==> src/rtl/core/cpd_pkg.sv <==
`timescale 1ns / 1ps
// ----------------------------------------------------------------------------
// cpd_pkg
// Shared types and codes for the chunked packet deframer.
// ----------------------------------------------------------------------------
package cpd_pkg;

    localparam int LENGTH_BITS = 32;
    localparam int LEN_W       = 32;
    localparam logic [LEN_W-1:0] LEN_MASK = LEN_W'({LENGTH_BITS{1'b1}});

    // configuration register indexes
    localparam logic [1:0] CFG_CHUNK_BYTES = 2'd0;
    localparam logic [1:0] CFG_CHECKSUM    = 2'd1;
    localparam logic [1:0] CFG_CHUNKED     = 2'd2;

    localparam logic [31:0] CHUNK_BYTES_RST = 32'h0002_0000;

    // parser phases
    localparam logic [2:0] PH_IDLE     = 3'd0;
    localparam logic [2:0] PH_CK_LEN   = 3'd1;
    localparam logic [2:0] PH_CK_DATA  = 3'd2;
    localparam logic [2:0] PH_SIZE_LEN = 3'd3;
    localparam logic [2:0] PH_PAYLOAD  = 3'd4;
    localparam logic [2:0] PH_CONTROL  = 3'd5;
    localparam logic [2:0] PH_MSG_LEN  = 3'd6;
    localparam logic [2:0] PH_MSG_DATA = 3'd7;

    // result kinds
    localparam logic [2:0] KIND_CHECKSUM = 3'd0;
    localparam logic [2:0] KIND_PAYLOAD  = 3'd1;
    localparam logic [2:0] KIND_EMPTY    = 3'd2;
    localparam logic [2:0] KIND_INTR     = 3'd3;
    localparam logic [2:0] KIND_ERROR    = 3'd4;

    // control byte codes
    localparam logic [7:0] CTL_KEEP_GOING = 8'd0;
    localparam logic [7:0] CTL_INTERRUPT  = 8'd1;
    localparam logic [7:0] CTL_MESSAGE    = 8'd2;

    typedef struct packed {
        logic [31:0] chunk_bytes;
        logic        checksum_enabled;
        logic        chunked_mode;
    } t_cfg;

    typedef struct packed {
        logic       valid;
        logic [2:0] kind;
        logic [7:0] data;
        logic       last;
    } t_result;

endpackage

==> src/rtl/core/chunked_packet_deframer_unit.sv <==
`timescale 1ns / 1ps
// ----------------------------------------------------------------------------
// chunked_packet_deframer_unit
// Splits a received byte stream into checksum, payload and status items.
// ----------------------------------------------------------------------------
// s_axis carries one received byte per item. m_axis carries at most one
// result per byte: tuser is the kind (checksum byte, payload byte, empty
// packet, interrupted, protocol error), tdata the byte (zero for status
// kinds), tlast marks the final byte of a checksum field or packet. Length
// prefixes other than a zero packet size, keep-going and message control
// bytes and discarded messages give no output. Registers are written through
// i_cfg_we / i_cfg_index / i_cfg_wdata; the user must do so only while no
// packet is in flight, which the block itself does not enforce.
// A byte lands in the input register; a compare-and-count parse step then
// fills the output register that drives tvalid. One byte per cycle is taken
// sustained while m_axis accepts results. Reset (synchronous, active low)
// empties both registers, returns the parser to idle and loads register
// defaults. When m_axis stalls the output register holds, the input register
// fills if empty, and s_axis_tready stays low until the output drains.
// ----------------------------------------------------------------------------
module chunked_packet_deframer_unit
    import cpd_pkg::*;
(
    input  logic        i_clk,
    input  logic        i_rst_n,
    input  logic        i_cfg_we,
    input  logic [1:0]  i_cfg_index,
    input  logic [31:0] i_cfg_wdata,
    input  logic        s_axis_tvalid,
    output logic        s_axis_tready,
    input  logic [7:0]  s_axis_tdata,   // [7:0] rx_byte
    output logic        m_axis_tvalid,
    input  logic        m_axis_tready,
    output logic [7:0]  m_axis_tdata,   // [7:0] data
    output logic [2:0]  m_axis_tuser,   // [2:0] kind
    output logic        m_axis_tlast    // last
);

    t_cfg       r_cfg;
    logic       r_in_valid;
    logic [7:0] r_in_byte;
    logic       step;
    logic       out_free;
    t_result    parse_res;
    t_result    out_res;

    always_ff @(posedge i_clk) begin
        if (!i_rst_n) begin
            r_cfg.chunk_bytes      <= CHUNK_BYTES_RST;
            r_cfg.checksum_enabled <= 1'b0;
            r_cfg.chunked_mode     <= 1'b1;
        end else if (i_cfg_we) begin
            case (i_cfg_index)
                CFG_CHUNK_BYTES: r_cfg.chunk_bytes      <= i_cfg_wdata;
                CFG_CHECKSUM:    r_cfg.checksum_enabled <= i_cfg_wdata[0];
                CFG_CHUNKED:     r_cfg.chunked_mode     <= i_cfg_wdata[0];
                default:         ;
            endcase
        end
    end

    assign step          = r_in_valid && out_free;
    assign s_axis_tready = !r_in_valid || step;

    always_ff @(posedge i_clk) begin
        if (!i_rst_n) begin
            r_in_valid <= 1'b0;
        end else if (s_axis_tready) begin
            r_in_valid <= s_axis_tvalid;
        end
    end

    always_ff @(posedge i_clk) begin
        if (s_axis_tready && s_axis_tvalid) begin
            r_in_byte <= s_axis_tdata;
        end
    end

    cpd_parser u_parser (
        .i_clk    (i_clk),
        .i_rst_n  (i_rst_n),
        .i_cfg    (r_cfg),
        .i_step   (step),
        .i_byte   (r_in_byte),
        .o_result (parse_res)
    );

    cpd_out_reg u_out_reg (
        .i_clk    (i_clk),
        .i_rst_n  (i_rst_n),
        .i_step   (step),
        .i_result (parse_res),
        .i_ready  (m_axis_tready),
        .o_free   (out_free),
        .o_result (out_res)
    );

    assign m_axis_tvalid = out_res.valid;
    assign m_axis_tdata  = out_res.data;
    assign m_axis_tuser  = out_res.kind;
    assign m_axis_tlast  = out_res.last;

endmodule

==> src/rtl/core/cpd_parser.sv <==
`timescale 1ns / 1ps
// ----------------------------------------------------------------------------
// cpd_parser
// Framing state and per-byte parse step; state advances on i_step.
// ----------------------------------------------------------------------------
module cpd_parser
    import cpd_pkg::*;
(
    input  logic       i_clk,
    input  logic       i_rst_n,
    input  t_cfg       i_cfg,
    input  logic       i_step,
    input  logic [7:0] i_byte,
    output t_result    o_result
);

    logic [2:0]       r_phase, n_phase;
    logic [1:0]       r_pcnt, n_pcnt;
    logic [LEN_W-1:0] r_acc, n_acc;
    logic [LEN_W-1:0] r_total, n_total;
    logic [LEN_W-1:0] r_offset, n_offset;
    logic [LEN_W-1:0] r_chunk_rem, n_chunk_rem;
    logic [LEN_W-1:0] r_field_rem, n_field_rem;

    logic [2:0]       eff_phase;
    logic [1:0]       eff_pcnt;
    logic [LEN_W-1:0] eff_acc;
    logic [LEN_W-1:0] acc_sh;
    logic [LEN_W-1:0] acc_len;
    logic             pfx_done;
    logic [LEN_W-1:0] left;
    logic [LEN_W-1:0] cs;
    logic [LEN_W-1:0] chunk_len;
    logic [LEN_W-1:0] off_inc;
    logic [LEN_W-1:0] crem_dec;
    logic [LEN_W-1:0] frem_dec;
    t_result          res;

    // an idle block starts a new packet with this byte
    assign eff_phase = (r_phase == PH_IDLE) ?
                       (i_cfg.checksum_enabled ? PH_CK_LEN : PH_SIZE_LEN) : r_phase;
    assign eff_pcnt  = (r_phase == PH_IDLE) ? 2'd0 : r_pcnt;
    assign eff_acc   = (r_phase == PH_IDLE) ? '0 : r_acc;

    assign acc_sh   = {eff_acc[LEN_W-9:0], i_byte};
    assign acc_len  = acc_sh & LEN_MASK;
    assign pfx_done = (eff_pcnt == 2'd3);

    // size of the next chunk; a size prefix starts the payload at offset zero
    assign left      = (eff_phase == PH_SIZE_LEN) ? acc_len : (r_total - r_offset);
    assign cs        = (i_cfg.chunk_bytes == '0) ? LEN_W'(1) : i_cfg.chunk_bytes;
    assign chunk_len = (!i_cfg.chunked_mode || left < cs) ? left : cs;

    assign off_inc  = r_offset + LEN_W'(1);
    assign crem_dec = (r_chunk_rem != '0) ? r_chunk_rem - LEN_W'(1) : r_chunk_rem;
    assign frem_dec = r_field_rem - LEN_W'(1);

    always_comb begin
        n_phase     = eff_phase;
        n_pcnt      = eff_pcnt;
        n_acc       = eff_acc;
        n_total     = r_total;
        n_offset    = r_offset;
        n_chunk_rem = r_chunk_rem;
        n_field_rem = r_field_rem;
        res         = '0;
        case (eff_phase)
            PH_CK_LEN, PH_SIZE_LEN, PH_MSG_LEN: begin
                n_acc  = acc_sh;
                n_pcnt = pfx_done ? 2'd0 : eff_pcnt + 2'd1;
                if (pfx_done) begin
                    n_acc = acc_len;
                    if (eff_phase == PH_CK_LEN) begin
                        n_field_rem = acc_len;
                        if (acc_len == '0) begin
                            n_phase = PH_SIZE_LEN;
                            n_acc   = '0;
                        end else begin
                            n_phase = PH_CK_DATA;
                        end
                    end else if (eff_phase == PH_SIZE_LEN) begin
                        n_total  = acc_len;
                        n_offset = '0;
                        if (acc_len == '0) begin
                            n_phase    = PH_IDLE;
                            res.valid  = 1'b1;
                            res.kind   = KIND_EMPTY;
                            res.last   = 1'b1;
                        end else begin
                            n_phase     = PH_PAYLOAD;
                            n_chunk_rem = chunk_len;
                        end
                    end else begin
                        n_field_rem = acc_len;
                        n_phase     = (acc_len != '0) ? PH_MSG_DATA : PH_CONTROL;
                    end
                end
            end
            PH_CK_DATA: begin
                n_field_rem = frem_dec;
                res.valid   = 1'b1;
                res.kind    = KIND_CHECKSUM;
                res.data    = i_byte;
                if (frem_dec == '0) begin
                    n_phase  = PH_SIZE_LEN;
                    n_pcnt   = 2'd0;
                    n_acc    = '0;
                    res.last = 1'b1;
                end
            end
            PH_PAYLOAD: begin
                n_offset    = off_inc;
                n_chunk_rem = crem_dec;
                res.valid   = 1'b1;
                res.kind    = KIND_PAYLOAD;
                res.data    = i_byte;
                if (off_inc >= r_total) begin
                    n_phase  = PH_IDLE;
                    n_pcnt   = 2'd0;
                    res.last = 1'b1;
                end else if (crem_dec == '0) begin
                    n_phase = PH_CONTROL;
                end
            end
            PH_CONTROL: begin
                case (i_byte)
                    CTL_KEEP_GOING: begin
                        n_phase     = PH_PAYLOAD;
                        n_chunk_rem = chunk_len;
                    end
                    CTL_INTERRUPT: begin
                        n_phase   = PH_IDLE;
                        n_pcnt    = 2'd0;
                        res.valid = 1'b1;
                        res.kind  = KIND_INTR;
                    end
                    CTL_MESSAGE: begin
                        n_phase = PH_MSG_LEN;
                        n_pcnt  = 2'd0;
                        n_acc   = '0;
                    end
                    default: begin
                        n_phase   = PH_IDLE;
                        n_pcnt    = 2'd0;
                        res.valid = 1'b1;
                        res.kind  = KIND_ERROR;
                    end
                endcase
            end
            PH_MSG_DATA: begin
                n_field_rem = frem_dec;
                if (frem_dec == '0) begin
                    n_phase = PH_CONTROL;
                end
            end
            default: begin
                n_phase = PH_IDLE;
                n_pcnt  = 2'd0;
            end
        endcase
    end

    assign o_result = res;

    always_ff @(posedge i_clk) begin
        if (!i_rst_n) begin
            r_phase     <= PH_IDLE;
            r_pcnt      <= 2'd0;
            r_acc       <= '0;
            r_total     <= '0;
            r_offset    <= '0;
            r_chunk_rem <= '0;
            r_field_rem <= '0;
        end else if (i_step) begin
            r_phase     <= n_phase;
            r_pcnt      <= n_pcnt;
            r_acc       <= n_acc;
            r_total     <= n_total;
            r_offset    <= n_offset;
            r_chunk_rem <= n_chunk_rem;
            r_field_rem <= n_field_rem;
        end
    end

`ifndef ASSERT_OFF
    a_end_goes_idle: assert property (@(posedge i_clk) disable iff (!i_rst_n)
        i_step && res.valid && res.last &&
        (res.kind == KIND_PAYLOAD || res.kind == KIND_EMPTY) |=> r_phase == PH_IDLE)
        else $error("packet end did not return to idle");

    a_control_chunk_done: assert property (@(posedge i_clk) disable iff (!i_rst_n)
        r_phase == PH_CONTROL |-> r_chunk_rem == '0)
        else $error("control phase with chunk bytes left");

    a_payload_in_range: assert property (@(posedge i_clk) disable iff (!i_rst_n)
        r_phase == PH_PAYLOAD |-> r_offset < r_total)
        else $error("payload phase past packet end");

    a_prefix_count_phase: assert property (@(posedge i_clk) disable iff (!i_rst_n)
        r_pcnt != 2'd0 |->
        (r_phase == PH_CK_LEN || r_phase == PH_SIZE_LEN || r_phase == PH_MSG_LEN))
        else $error("prefix count outside a length field");
`endif

endmodule

==> src/rtl/core/cpd_out_reg.sv <==
`timescale 1ns / 1ps
// ----------------------------------------------------------------------------
// cpd_out_reg
// Result register toward the master-side stream.
// ----------------------------------------------------------------------------
module cpd_out_reg
    import cpd_pkg::*;
(
    input  logic    i_clk,
    input  logic    i_rst_n,
    input  logic    i_step,
    input  t_result i_result,
    input  logic    i_ready,
    output logic    o_free,
    output t_result o_result
);

    logic       r_valid;
    logic [2:0] r_kind;
    logic [7:0] r_data;
    logic       r_last;

    // register can take a new result when empty or being drained
    assign o_free = !r_valid || i_ready;

    always_ff @(posedge i_clk) begin
        if (!i_rst_n) begin
            r_valid <= 1'b0;
        end else if (o_free) begin
            r_valid <= i_step && i_result.valid;
        end
    end

    always_ff @(posedge i_clk) begin
        if (o_free && i_step && i_result.valid) begin
            r_kind <= i_result.kind;
            r_data <= i_result.data;
            r_last <= i_result.last;
        end
    end

    assign o_result = '{valid: r_valid, kind: r_kind, data: r_data, last: r_last};

endmodule
==> config.mk <==
export PLATFORM = sky130hd
export DESIGN_NAME = chunked_packet_deframer_unit
export DESIGN_NICKNAME = d
export VERILOG_FILES = /design/src/rtl/core/cpd_pkg.sv /design/src/rtl/core/chunked_packet_deframer_unit.sv /design/src/rtl/core/cpd_parser.sv /design/src/rtl/core/cpd_out_reg.sv
export SDC_FILE = /design/constraint.sdc
export NUM_CORES = 1
export LEC_CHECK = 0
export BUFFER_PORTS_ARGS = -buffer_cell sky130_fd_sc_hd__buf_2
export CAP_MARGIN = 20
export CORE_UTILIZATION = 55
export DETAILED_ROUTE_END_ITERATION = 16
export PLACE_DENSITY = 0.76
export SLEW_MARGIN = 10
export SYNTH_ARGS = -nofsm -noshare
export SYNTH_HDL_FRONTEND = slang
export SYNTH_SLANG_ARGS = --single-unit
==> constraint.sdc <==
create_clock -name i_clk -period 5.8 [get_ports i_clk]
set_input_delay 1.74 -clock i_clk [delete_from_list [all_inputs] [get_ports i_clk]]
set_output_delay 1.74 -clock i_clk [all_outputs]
set_load 0.005 [all_outputs]
==> results.txt, run 1 <==
first-pass GRT wire length = 79.44 mm
core footprint = 27030 um^2
Hold Buf Count CTS = 0
Total GRT Usage = 0.3506
final hold violation count = 0
largest net degree at the start of global routing = 73
Hold Startpoint = u_parser.r_field_rem[29]
total power = 4223 uW
Yosys warning count = 0
clk sink count = 213
final worst slack = 0.3174 ns
Layout Cells excl Fill = 2404
final hold slack = 0.4687 ns
Worst VDD drop = 0.0002265 V
worst endpoint required time = 6.19 ns
Die Span X = 168.1 um
cells on worst reg2reg path = 23
area grow syn2layout = 10.05%
row cnt = 60
worst-skew pair later-pin latency = 0.54 ns
met2 Usage GRT = 0.5582
number of I/O port buffers = 60
outcome = completed
final setup skew = 0.01737 ns
WP data arrival = 5.87 ns
P per Cell Area = 252.8 nW/um^2
met1 Track Usage GR = 0.4830
Post-Syn Instances = 2042
multi-input logic area = 9874 um^2
setup tns final = 0 ns
Die H = 168.1 um
Pre-antenna DRT Iters = 6
vias in the first global route = 14700
cts bufs inserted = 24
CP Max Fanout = 23
Post-synth EDFFs = 20
post-route ant nets = 0
detailed-route wire length = 50.45 mm
DRC = 0
RSZ-0062 raised after global routing = no
actual slew at the worst max-slew pin = 1.070 ns
critical path class = reg2reg
final period demand of the worst path = 5.483 ns
sequential cell area = 4466 um^2
GR peak layer = met2
share of layout cells above drive strength 1 = 0.09554
worst reg2reg setup slack = 0.32 ns
vias per cell = 6.594
FF+latch count, synth = 213
H-Tree Depth = 1
Inst Count DP = 2357
die area = 28270 um^2
GRT Residual Overflow = 0
CTS Buffer Depth = 3
setup violators final = 0
P_leak = 0.006530 uW
cells along the critical path = inv_1 -> ha_4 -> a21o_1 -> a211o_1 -> o211ai_1 -> nand3_1 -> nand3_2 -> a21oi_1 -> or4_1 -> nand3_1 -> inv_1 -> ha_1 -> nand2_1 -> or3_1 -> or4_1 -> or2_2 -> a211oi_1 -> buf_4 -> a211oi_4 -> buf_6 -> mux2i_2 -> a221oi_2 -> a211oi_1
Fillers = 2474
period utilization = 0.9453
clock slew at reported path FFs = 0.06 ns
Synth async-reset ratio = 0
worst reg2reg path startpoint = u_parser.r_offset[4]
sequential area share after synthesis = 0.2940
Initial Util = 0.5618
initial DRC count = 1815
max-slew violations = 0
Critical-path top delay cell = or4_1
Post-DP HPWL = 36.32 mm
CTS tree = done
GPL Wtd Cong = 1.005
met3 usage = 0.05360
crit path launch type = flip-flop
syn nets = 2189
pre-CTS setup slack = 0.2366 ns
average cell area after synthesis = 7.435 um^2
Top Ports = 61
highest clock rate = 182.4 MHz
WHS Path Cells = 2
Hold EP = u_parser.r_field_rem[29]
ys flop type = dfxtp_1
CTS Root Cell = clkbuf_16
initial antenna violation count = 1
mean routed wirelength per cell = 20.99 um
Layout Nets = 2191
max cap viols = 0
post-synth cell types = 83
slowest cell delay on critical path = 0.55 ns
Hold WC Path Type = reg2reg
reg2reg end = u_parser.r_chunk_rem[0]
Setup crit end kind = flip-flop
Post-Syn Area = 15180 um^2
relative slew slack = 0.2840
DR vias = 15850
worst max-delay path by stage:
| stage | cells past startpoint | from | to | slack (ns) |
|---|---|---|---|---|
| after global placement | 22 | u_parser.r_offset[2] | u_parser.r_chunk_rem[0] | 0.31 |
| after detailed placement | 23 | u_parser.r_total[0] | u_parser.r_chunk_rem[0] | 0.24 |
| after global routing | 23 | u_parser.r_offset[8] | u_parser.r_chunk_rem[0] | 0.02 |
| final | 23 | u_parser.r_offset[4] | u_parser.r_chunk_rem[0] | 0.32 |
| after floorplan | 20 | u_parser.r_offset[2] | u_parser.r_chunk_rem[27] | 0.67 |
| after CTS | 23 | u_parser.r_total[0] | u_parser.r_chunk_rem[0] | 0.20 |
flip-flops by register name, indices dropped and copies added (netlist names):
register	count
r_in_byte	8
r_cfg	34
u_parser.r_pcnt	2
u_out_reg.r_kind	3
u_out_reg.r_valid	1
u_out_reg.r_data	8
u_parser.r_offset	32
u_parser.r_acc	24
r_in_valid	1
u_parser.r_field_rem	32
u_out_reg.r_last	1
u_parser.r_total	32
u_parser.r_chunk_rem	32
u_parser.r_phase	3
through the flow:
| step | cell area (um^2) | utilization |
|---|---|---|
| floorplan | 15180 | - |
| global route | 16700 | 0.6181 |
| detailed placement | 15780 | 0.5839 |
| finish | 16710 | 0.6182 |
| global placement | 15750 | 0.5829 |
| CTS | 16610 | 0.6148 |
where the power goes:
part	switching [uW]	internal (uW)
combinational	668	342
sequential	54.3	1520
clock	673	967
total	1400	2830
logic make-up (layout without fill, tap and decap cells):
kind of cell,after synthesis,count (layout),share of synthesized area
buffers and inverters,245,265,0.06214
AND/OR/NAND/NOR,758,758,0.2482
other,0,1,0
adder cells (fa/ha/maj),100,100,0.08291
XOR/XNOR,59,59,0.03404
flip-flops,213,213,0.2941
AO/OA/AOI/OAI,655,655,0.2707
multiplexers,12,12,0.007912
timing repair:
item,CTS,global route
setup buffers,0,1
gates resized for setup,0,15
endpoints found under the setup margin,0,27
layout by cell type, fill, tap and decap left out, types with 40 or more instances in the layout:
cell,Yosys,final
a21oi_1,220,218
nand2_1,211,211
dfxtp_1,193,192
nor2_1,177,176
o21ai_0,143,141
inv_1,119,118
ha_1,99,98
nand3_1,91,90
nor3_1,61,60
buf_2,7,60
xnor2_1,43,43
a21o_1,40,40
worst max-delay path: cells and delay by family (launching register included):
| kind | cells | cell delay, ns |
|---|---|---|
| AO/OA/AOI/OAI | 8 | 1.49 |
| flip-flops | 1 | 0.36 |
| AND/OR/NAND/NOR | 8 | 2.21 |
| adder cells (fa/ha/maj) | 2 | 0.56 |
| multiplexers | 1 | 0.17 |
| buffers and inverters | 4 | 0.52 |
layout make-up:
class	instances	area share
inverter	119	0.02689
clock inverter	15	0.01161
timing repair buffer	102	0.03924
antenna	1	0.0001498
clock buffer	29	0.03827
sequential	213	0.2673
tap	341	0.02554
multi-input combinational	1584	0.5910
layer usage:
layer	part of all wire	vias up
met5	0	-
met4	0.036	0
met3	0.098	129
met2	0.44	773
met1	0.42	7507
li1	-	7442
cells in the mapped netlist (16+ instances only):
cell | number | share of area
o21a_1 | 16 | 0.0079
a22o_1 | 25 | 0.014
edfxtp_1 | 20 | 0.040
nand2_1 | 211 | 0.052
and2_1 | 20 | 0.0082
nor3_1 | 61 | 0.020
o31ai_1 | 16 | 0.0079
nor2_1 | 177 | 0.044
xor2_1 | 16 | 0.0092
inv_1 | 119 | 0.029
dfxtp_1 | 193 | 0.25
a31oi_1 | 39 | 0.016
a22oi_1 | 25 | 0.012
or4_1 | 17 | 0.0084
nor4_1 | 38 | 0.016
nand3_1 | 91 | 0.030
clkbuf_1 | 108 | 0.027
o21ai_0 | 143 | 0.047
nand4_1 | 24 | 0.0099
a21o_1 | 40 | 0.020
xnor2_1 | 43 | 0.025
and3_1 | 20 | 0.0082
or3_1 | 19 | 0.0078
ha_1 | 99 | 0.082
a21oi_1 | 220 | 0.073
No activity file was read; power rests on OpenSTA's default activity.
==> run 2, diff against run 1 <==
==> constraint.sdc (replaced) <==
create_clock -name i_clk -period 5.8 [get_ports i_clk]
set_input_delay 0.87 -clock i_clk [delete_from_list [all_inputs] [get_ports i_clk]]
set_output_delay 0.87 -clock i_clk [all_outputs]
set_load 0.005 [all_outputs]
==> results.txt, run 2 (synthesis results as in run 1) <==
core footprint = 27030 um^2 (unchanged)
P_leak = 0.006503 uW (-0.42%)
DRC = 0 (unchanged)
first-pass GRT wire length = 78.96 mm (-0.60%)
Die Span X = 168.1 um (unchanged)
CTS tree = done
crit path launch type = flip-flop
share of layout cells above drive strength 1 = 0.1002 (+0.004704)
Hold WC Path Type = reg2reg
clock slew at reported path FFs = 0.06 ns (about the same)
H-Tree Depth = 1 (unchanged)
worst endpoint required time = 6.25 ns (+0.06 ns)
area grow syn2layout = 10.05% (about the same)
CTS Buffer Depth = 3 (unchanged)
Hold Startpoint = u_parser.r_field_rem[29]
CP Max Fanout = 23 (unchanged)
final hold violation count = 0 (unchanged)
relative slew slack = 0.3034 (+0.01937)
Worst VDD drop = 0.0002464 V (+8.8%)
max reg flops = 34 (unchanged)
outcome = completed
initial DRC count = 1799 (-0.88%)
Clk network pwr share = 0.371 (-0.017)
Total GRT Usage = 0.3491 (-0.001505)
CP Launch Point = u_parser.r_offset[12]
die area = 28270 um^2 (unchanged)
max-slew violations = 0 (unchanged)
worst reg2reg path startpoint = u_parser.r_offset[12]
max cap viols = 0 (unchanged)
vias per cell = 6.609 (+0.24%)
GRT Residual Overflow = 0 (unchanged)
number of I/O port buffers = 60 (unchanged)
Die H = 168.1 um (unchanged)
Post-DP HPWL = 36.29 mm (about the same)
Layout Nets = 2193 (+0.091%)
DR vias = 15900 (+0.32%)
Sw Share = 0.3398 (+0.009406)
row cnt = 60 (unchanged)
Fillers = 2459 (-0.61%)
clk sink count = 213 (unchanged)
WP data arrival = 6.02 ns (+0.15 ns)
critical path class = reg2reg
commonest non-fill, non-tap cell in the layout = a21oi_1
final worst slack = 0.2269 ns (-0.09053 ns)
initial antenna violation count = 0 (-1)
cts bufs inserted = 25 (+4.2%)
Comb pwr share = 0.247 (+0.008)
final period demand of the worst path = 5.573 ns (+0.09053 ns)
P per Cell Area = 246.6 nW/um^2 (-2.4%)
Seq pwr share = 0.382 (+0.009)
worst-skew pair later-pin latency = 0.56 ns (+0.02 ns)
CTS Root Cell = clkbuf_16
setup violators final = 0 (unchanged)
sw power = 1400 uW (+0.35%)
detailed-route wire length = 50.66 mm (+0.42%)
period utilization = 0.9609 (+0.01561)
Inst Count DP = 2357 (unchanged)
Setup crit end kind = flip-flop
vias in the first global route = 14400 (-2.1%)
cell-internal power = 2721 uW (-3.8%)
GPL Wtd Cong = 1.026 (+2.1%)
Top reg by flops = r_cfg
Top Ports = 61 (unchanged)
commonest non-fill, non-tap cells in the layout = a21oi_1, nand2_1, dfxtp_1, nor2_1, o21ai_0
final setup skew = 0.01573 ns (-0.001643 ns)
Pre-antenna DRT Iters = 8 (+2)
Hold Buf Count CTS = 0 (unchanged)
Initial Util = 0.5618 (unchanged)
antenna cells = 0 (-1)
actual slew at the worst max-slew pin = 1.041 ns (-0.02894 ns)
mean routed wirelength per cell = 21.06 um (+0.34%)
Layout Cells excl Fill = 2406 (+0.083%)
pre-CTS setup slack = 0.06144 ns (-0.1751 ns)
highest clock rate = 179.4 MHz (-1.6%)
post-route ant nets = 0 (unchanged)
largest net degree at the start of global routing = 71 (-2.7%)
[run 2: cell count changes in the layout (fill, tap and decap cells not counted), moves of 3 or more]
cell / change
bufinv_16: -4
clkbuf_1: +7
ha_1: -3
ha_2: +3
[run 2: area by class of cell]
type,instances,area (um^2),area share
Tap cell,341,426.7,0.02554
Timing Repair Buffer,103,654.4,0.03916
Clock buffer,38,715.7,0.04283
Clock inverter,8,63.81,0.003819
Multi-Input combinational cell,1584,9933,0.5945
Inverter,119,449.2,0.02688
Sequential cell,213,4466,0.2673
[run 2: routing by layer]
layer,part of all wire,vias to the layer above,wire length (um),GRT usage
met4,0.038,0,1916,0.1324
met1,0.43,7536,21770,0.4823
met5,0,-,0,0
met2,0.44,782,22430,0.5453
met3,0.090,129,4545,0.05806
li1,-,7455,-,-
[run 2: path summary, 6_finish.rpt]
check,to,slack [ns],cells past startpoint
worst min register to register,u_parser.r_field_rem[29],0.46,2
worst max register to register,u_parser.r_chunk_rem[1],0.23,21
worst max-delay path,u_parser.r_chunk_rem[1],0.23,21
worst min-delay path,u_parser.r_field_rem[29],0.46,2
[run 2: worst max-delay path: stages (launching register included)]
cell,delay [ns]
dfxtp_1,0.43
inv_1,0.10
ha_1,0.40
nor3_2,0.24
nor2_1,0.09
a31oi_2,0.28
a21oi_2,0.12
o21bai_1,0.21
a21boi_0,0.14
or3_1,0.32
a31o_2,0.26
ha_1,0.28
nand4_1,0.13
or3_4,0.42
or4_1,0.56
or2_2,0.32
a211oi_1,0.21
buf_4,0.17
a211oi_4,0.04
buf_6,0.20
o311a_1,0.30
a211oi_1,0.25
[run 2: what timing repair did]
| item | in CTS | in global routing |
|---|---|---|
| setup endpoints to repair | 0 | 32 |
| buffers inserted | 0 | 2 |
| gates resized for setup | 0 | 25 |
[run 2: power by group through the flow]
| stage | logic, uW | registers, uW | clock network [uW] |
|---|---|---|---|
| 2_1_floorplan | 705 | 1570 | 0 |
| 3_3_place_gp | 958 | 1600 | 0 |
| 3_5_place_dp | 970 | 1600 | 0 |
| 4_1_cts | 975 | 1570 | 1550 |
| 5_1_grt | 1100 | 1580 | 1600 |
| 6_report | 1020 | 1570 | 1530 |
[run 2: through the flow]
step,hold WS [ns],instance area [um^2],utilization,total power [uW],setup TNS (ns)
3_5_place_dp,0.4502,15770,0.5835,2572,0
6_report,0.4622,16710,0.6182,4120,0
4_1_cts,0.4608,16550,0.6123,4092,0
3_3_place_gp,0.4407,15740,0.5825,2560,0
2_1_floorplan,0.4319,15180,-,2279,0
5_1_grt,0.4722,16710,0.6182,4274,-0.04567
==> run 3, diff against run 2 <==
ABC_AREA = 1   (was unset)
==> results.txt, run 3 <==
Worst VDD drop = 0.0002045 V (-17%)
Sw Share = 0.3603 (+0.02055)
Post-Syn Area = 15590 um^2 (+2.7%)
multi-input logic area = 9609 um^2 (-3.3%)
cell-internal power = 2879 uW (+5.8%)
Top Ports = 61 (unchanged)
vias in the first global route = 14780 (+2.7%)
worst endpoint required time = 6.26 ns (about the same)
Post-synth EDFFs = 20 (unchanged)
Layout Nets = 2524 (+15%)
CP Max Fanout = 32 (+39%)
FF+latch count, synth = 213 (unchanged)
core footprint = 27860 um^2 (+3.1%)
Top reg by flops = r_cfg
sequential cell area = 4464 um^2 (about the same)
crit path launch type = flip-flop
detailed-route wire length = 47.73 mm (-5.8%)
Post-Syn Instances = 2366 (+16%)
clk sink count = 213 (unchanged)
area leader, netlist = dfxtp_1
clock slew at reported path FFs = 0.07 ns (about the same)
cells on worst reg2reg path = 22 (+4.8%)
Hold WC Path Type = reg2reg
largest net degree at the start of global routing = 105 (+48%)
sequential area share after synthesis = 0.2864 (-0.007670)
Fillers = 2583 (+5.0%)
Seq pwr share = 0.348 (-0.034)
Pre-antenna DRT Iters = 5 (-3)
top-count cell post-synth = nand2_1
setup tns final = 0 ns (unchanged)
CTS tree = done
cts bufs inserted = 25 (unchanged)
max cap viols = 0 (unchanged)
max-slew violations = 0 (unchanged)
Setup crit end kind = flip-flop
max reg flops = 34 (unchanged)
RSZ-0062 raised after global routing = no
P_leak = 0.007983 uW (+23%)
Hold Buf Count CTS = 0 (unchanged)
antenna cells = 0 (unchanged)
post-route ant nets = 0 (unchanged)
synth cell count leaders = nand2_1, inv_1, a21oi_1, nor2_1, dfxtp_1
Comb pwr share = 0.280 (+0.033)
Initial Util = 0.5596 (-0.002181)
mean routed wirelength per cell = 17.20 um (-18%)
initial DRC count = 1638 (-8.9%)
commonest non-fill, non-tap cells in the layout = nand2_1, inv_1, a21oi_1, nor2_1, dfxtp_1
vias per cell = 5.832 (-12%)
average cell area after synthesis = 6.589 um^2 (-11%)
worst reg2reg setup slack = 0.50 ns (+0.27 ns)
Die H = 170.4 um (+1.3%)
P per Cell Area = 264.7 nW/um^2 (+7.3%)
ys flop type = dfxtp_1
Post-CTS Setup Inserts = 0 (unchanged)
pre-CTS setup slack = 0.7481 ns (+0.6867 ns)
outcome = completed
relative slew slack = 0.2945 (-0.008925)
share of layout cells above drive strength 1 = 0.08347 (-0.01677)
Clk network pwr share = 0.371 (about the same)
row cnt = 61 (+1.7%)
final hold violation count = 0 (unchanged)
CTS Buffer Depth = 3 (unchanged)
final worst slack = 0.4964 ns (+0.2695 ns)
GRT Residual Overflow = 0 (unchanged)
commonest non-fill, non-tap cell in the layout = nand2_1
top-area cell type share of the netlist area = 0.2479 (-0.006639)
actual slew at the worst max-slew pin = 1.056 ns (+0.01468 ns)
highest clock rate = 188.6 MHz (+5.1%)
first-pass GRT wire length = 75.70 mm (-4.1%)
H-Tree Depth = 1 (unchanged)
DRC = 0 (unchanged)
post-cts sizing count = 0 (unchanged)
Yosys warning count = 0 (unchanged)
critical path class = reg2reg
sw power = 1622 uW (+16%)
WP data arrival = 5.77 ns (-0.25 ns)
Synth async-reset ratio = 0 (unchanged)
final setup skew = 0.02018 ns (+0.004446 ns)
WHS Path Cells = 2 (unchanged)
initial antenna violation count = 0 (unchanged)
Post-DP HPWL = 35.23 mm (-2.9%)
period utilization = 0.9144 (-0.04646)
Total GRT Usage = 0.3266 (-0.02247)
DR vias = 16180 (+1.7%)
final period demand of the worst path = 5.304 ns (-0.2695 ns)
post-synth cell types = 61 (-27%)
worst-skew pair later-pin latency = 0.56 ns (about the same)
GPL Wtd Cong = 1.022 (-0.32%)
Die Span X = 170.4 um (+1.3%)
top cells by area, synth = dfxtp_1, nand2_1, a21oi_1
CTS Root Cell = clkbuf_16
syn nets = 2513 (+15%)
number of I/O port buffers = 60 (unchanged)
area grow syn2layout = 9.070%
Layout Cells excl Fill = 2774 (+15%)
Inst Count DP = 2726 (+16%)
die area = 29020 um^2 (+2.6%)
setup violators final = 0 (unchanged)
==> run 3: cell count changes in the layout (fill, tap and decap cells not counted), sizes merged, moves of 37 or more <==
cell   previous run  this run
a21oi           221       300
nor3             62        23
nand2           211       513
inv             120       300
xor2             16        61
nor2            178       257
nand3            94       131
==> run 3: worst paths after layout <==
| check | endpoint | startpoint |
|---|---|---|
| max | u_parser.r_chunk_rem[27] | u_parser.r_offset[2] |
| min | u_parser.r_pcnt[0] | u_parser.r_pcnt[0] |
| max reg2reg | u_parser.r_chunk_rem[27] | u_parser.r_offset[2] |
| min reg2reg | u_parser.r_pcnt[0] | u_parser.r_pcnt[0] |
==> run 3: routing by layer <==
| layer | up-vias | part of all wire | track usage |
|---|---|---|---|
| met4 | 0 | 0.060 | 0.1723 |
| met2 | 679 | 0.44 | 0.5273 |
| met5 | - | 0 | 0 |
| li1 | 7899 | - | - |
| met3 | 172 | 0.075 | 0.04907 |
| met1 | 7427 | 0.42 | 0.4205 |
==> run 3: cell families (layout without fill, tap and decap cells) <==
logic type | after synthesis | count (layout) | synth area share
fa+ha+maj | 100 | 100 | 0.08075
flops | 213 | 213 | 0.2864
compound gates | 566 | 566 | 0.2015
simple gates | 1002 | 1002 | 0.2809
buf+inv | 394 | 424 | 0.09840
xor+xnor | 91 | 91 | 0.05209
==> run 3: final cells by class <==
type	count	share of cell area
Timing Repair Buffer	79	0.02796
Clock inverter	18	0.01185
Sequential cell	213	0.2626
Tap cell	378	0.02782
Multi-Input combinational cell	1759	0.5652
Inverter	299	0.06601
Clock buffer	28	0.03863
==> run 3: per-stage QoR <==
stage	cell area, um^2	hold WS, ns	power, uW	util
final	17000	0.4694	4501	0.6103
after global routing	17000	0.4800	4705	0.6103
after CTS	16960	0.4691	4478	0.6086
after detailed placement	16100	0.4591	2816	0.5778
after global placement	16100	0.4550	2799	0.5778
after floorplan	15590	0.4383	2506	-
==> run 3: worst max-delay path, cell delays in order (launching register included) <==
cell,delay [ns]
dfxtp_1,0.44
inv_1,0.08
ha_1,0.36
a21oi_1,0.14
o21ai_0,0.16
a21boi_0,0.54
inv_1,0.16
a21oi_1,0.21
inv_1,0.11
o21ai_0,0.21
o21ai_0,0.24
ha_1,0.38
a21oi_1,0.13
nor2_1,0.06
a2111oi_0,0.59
nand2_1,0.23
nand2_1,0.11
nand2_1,0.08
nand2_2,0.52
nand2_1,0.15
nand3_1,0.12
nand2_1,0.06
a21oi_1,0.11
==> run 3: power groups by stage <==
stage / clock network [uW] / logic [uW] / registers [uW]
final: 1670 / 1260 / 1570
after global routing: 1740 / 1390 / 1570
after CTS: 1680 / 1230 / 1570
after global placement: 0 / 1200 / 1600
after detailed placement: 0 / 1220 / 1600
after floorplan: 0 / 920 / 1590
